### config.mk
export PLATFORM = sky130hd
export DESIGN_NAME = pnf_result_stage
export DESIGN_NICKNAME = d
export VERILOG_FILES = /design/src/pnf_pkg.sv /design/src/pnf_result_stage.sv
export SDC_FILE = /design/constraint.sdc
export NUM_CORES = 1
export LEC_CHECK = 0
export BUFFER_PORTS_ARGS = -buffer_cell sky130_fd_sc_hd__buf_2
export CAP_MARGIN = 10
export CELL_PAD_IN_SITES_DETAIL_PLACEMENT = 0
export CELL_PAD_IN_SITES_GLOBAL_PLACEMENT = 1
export CORE_UTILIZATION = 32
export DETAILED_ROUTE_END_ITERATION = 7
export MAX_ROUTING_LAYER = met4
export PLACE_DENSITY_LB_ADDON = 0.1
export SETUP_SLACK_MARGIN = 0.05
export SLEW_MARGIN = 20
export SYNTH_ARGS = -nofsm -noshare
export SYNTH_HDL_FRONTEND = slang
export SYNTH_SLANG_ARGS = --single-unit
### constraint.sdc
create_clock -name aclk -period 1.2 [get_ports aclk]
set_clock_uncertainty 0.2 [all_clocks]
set_input_delay 0 -clock aclk [delete_from_list [all_inputs] [get_ports aclk]]
set_output_delay 0 -clock aclk [all_outputs]
set_load 0.02 [all_outputs]
### src/pnf_pkg.sv
package pnf_pkg;

    localparam int DEF_MAX_ROWS = 256;
    localparam int DEF_MAX_COLS = 256;

    localparam int COORD_W = 8;
    localparam int SIZE_W  = 9;
    localparam int ELEV_W  = 32;
    localparam int COUNT_W = 4;

    localparam logic [SIZE_W-1:0] GRID_SIZE_RESET = 9'd256;

    localparam logic OP_WRITE = 1'b0;
    localparam logic OP_QUERY = 1'b1;

    typedef enum logic [0:0] {
        REG_GRID_ROWS = 1'b0,
        REG_GRID_COLS = 1'b1
    } reg_index_t;

    typedef enum logic [1:0] {
        ST_IDLE,
        ST_CENTRE,
        ST_SCAN,
        ST_FINISH
    } state_t;

    typedef struct packed {
        logic                      operation;
        logic [COORD_W-1:0]        cell_row;
        logic [COORD_W-1:0]        cell_col;
        logic signed [ELEV_W-1:0]  cell_elevation;
        logic                      cell_flow_valid;
    } in_word_t;

    typedef struct packed {
        logic                found;
        logic [COORD_W-1:0]  match_row;
        logic [COORD_W-1:0]  match_col;
        logic                last_result;
        logic [COUNT_W-1:0]  total_count;
    } out_word_t;

    typedef struct packed {
        logic                      flow_valid;
        logic signed [ELEV_W-1:0]  elevation;
    } grid_cell_t;

endpackage

### src/pnf_result_stage.sv
module pnf_result_stage (
    input  logic               aclk,
    input  logic               aresetn,
    input  logic               push,
    input  pnf_pkg::out_word_t push_word,
    output logic               free,
    output logic               m_valid,
    input  logic               m_ready,
    output pnf_pkg::out_word_t m_word
);

    logic               valid_reg;
    pnf_pkg::out_word_t word_reg;

    assign free = !valid_reg || m_ready;

    always_ff @(posedge aclk) begin
        if (!aresetn) begin
            valid_reg <= 1'b0;
        end else if (push) begin
            valid_reg <= 1'b1;
        end else if (m_ready) begin
            valid_reg <= 1'b0;
        end
    end

    always_ff @(posedge aclk) begin
        if (push) begin
            word_reg <= push_word;
        end
    end

    assign m_valid = valid_reg;
    assign m_word  = word_reg;

endmodule

==> results.txt <==
Fin. Hold Viols = 23
Clock Root Buffer = clkbuf_4
FF+latch area = 681 µm²
Port-buffer cells = 49
Final setup vio count = 0
Synthesized Nets = 52
DRC viols = 0
First-pass GRT wire length = 1890 µm
Startpoint of the worst hold path = push
CP Capture Type = output port
Hold_buf cts = 24
Routed wire length on met3 = 75 µm
Post-Route Setup TNS = 0 ns
Final period util = 0.928
Synth area leaders = edfxtp_1 (93%), dfxtp_1 (2.8%), nand2b_4 (1.9%)
Max Slew Vio Count = 0
#FFs+latches synth = 23
CTS clk-pin slew, worst paths = 0.11 ns
Leak Pwr = 0.553 nW
Share of cells above drive strength 1 = 0.534
Synth area leader = edfxtp_1
Worst Path Required = 1.00 ns
Area share of the largest cell type after synthesis = 0.931
Critical Path Start = m_ready
Relative slew slack = 0.684
Vias in the first global route = 455
Chip Width = 49.1 µm
Clk sinks = 23
Mean post-synth cell area = 27.3 µm²
Routed via count = 504
RSZ-0062 raised after global routing = no
R2r startpoint = m_valid
Cell with the most instances after synthesis = edfxtp_1
Critical path arrival = 0.91 ns
# IOs = 50
Status = finished, violations left
Post-Route M1 WL = 484 µm
Initial antenna violation count = 0
DIE AREA = 2410 µm²
Area of the multi-input gates = 25.0 µm²
Row Count = 16
CP Class = in2out
Global route total overflow = 0
Min-Delay Path Class = in2reg
# fillers = 168
Top routing layer in use = met3
Drt total wl = 1270 µm
Asr flop ratio synth = 0
Most common flop cell mapped by yosys = edfxtp_1
Worst slew pin tran = 0.473 ns
TritonCTS Buffers = 3
Post-synth top cells = edfxtp_1 (22), a21boi_2 (1), dfxtp_1 (1), inv_1 (1), nand2b_4 (1)
Max IR drop VDD = 0.000759 V
Post-Synthesis Cells = 26
Synthesis Warnings = 0
DR iter-0 viols = 6
Max_cap viols = 0
Max clock buf depth = 2
Violated checks = hold timing
Fmax = 898 MHz
Largest net degree at the start of global routing = 24
Synthesis-to-layout area growth = 78.0%
Vias per cell = 3.88
Post-synth EDFFs = 22
Core area = 2020 µm²
Fin crit period = 1.11 ns
Final net count = 130
Setup crit start kind = input pin
Met2 routed WL = 710 µm
DR WL/cell = 9.78 µm
Clk_lat worst skew = 0.29 ns
Die H = 49.1 µm
Total GRT Usage = 0.111
Pwr per Cell Area = 1230 nW/µm²
ANT cells = 0
H-tree depth = 1
Initial core utilization = 0.351
Worst-path fanout max = 2
Mapped cell area = 709 µm²
RePlAce Congestion = 0.667
Antenna viol nets, final = 0
CTS tree = built
Sequential area share after synthesis = 0.959
Hold slack final = -0.0235 ns
Yosys cell types = 5
TritonRoute pass-1 iters = 2
[cell usage in the layout, fill, tap and decap left out, drive strengths merged]
cell type / synthesis / layout
buf: 0 / 49
inv: 1 / 1
dfxtp: 1 / 1
edfxtp: 22 / 22
a21boi: 1 / 1
dlygate4sd3: 0 / 24
clkinv: 0 / 1
clkbuf: 0 / 3
nand2b: 1 / 1
[routing by layer]
layer,vias up,track usage
li1,254,-
met1,226,0.113
met2,24,0.208
met3,0,0.0280
met4,0,0.0294
met5,-,-
[power by group]
| part | internal (mW) | switching, mW |
|---|---|---|
| logic | 0.126 | 0.135 |
| registers | 0.947 | 0.0129 |
| clock network | 0.124 | 0.204 |
| total | 1.20 | 0.352 |
[flip-flops by register name (all words and copies together), names as in the netlist]
name,count
m_valid,1
m_word,22
[worst max-delay path: stages]
cell and delay, ns:
dlygate4sd3_1 0.53, buf_2 0.12, nand2b_4 0.14, buf_6 0.13
[logic make-up after synthesis]
logic type,after synthesis,share of synthesized area
DFF,23,0.959
and+or+nand+nor,1,0.0194
AOI/OAI and AO/OA,1,0.0159
buffers and inverters,1,0.00529
[stage by stage]
step	power (mW)	utilization	area, µm²	cells	worst slack [ns]
2_1_floorplan	1.08	-	709	26	0.226
3_5_place_dp	1.18	0.489	988	102	0.232
5_1_grt	1.61	0.624	1260	130	0.0585
6_report	1.55	0.624	1260	130	0.0862
3_3_place_gp	1.18	0.489	988	102	0.225
4_1_cts	1.56	0.621	1260	130	0.0666
[what timing repair did]
action / CTS / global route
hold endpoints to repair: 45 / 22
buffers inserted: 0 / 0
resized for setup: 0 / 2
setup endpoints to repair: 0 / 1
[final cells by class]
class | instances | area share
clock buffer | 3 | 0.0178
clock inverter | 1 | 0.00396
inverter | 1 | 0.00297
multi-input combinational | 2 | 0.0198
sequential | 23 | 0.539
tap | 27 | 0.0268
timing repair buffer | 73 | 0.389
[path summary, 6_finish.rpt]
| check | slack (ns) | to | cells past startpoint |
|---|---|---|---|
| worst max-delay path | 0.09 | free | 4 |
| worst min-delay path | -0.02 | m_valid | 3 |
| worst max register to register | 0.37 | m_valid | 2 |
| worst min register to register | 0.31 | m_valid | 2 |
Note: power is estimated with default switching activity, not from simulation.
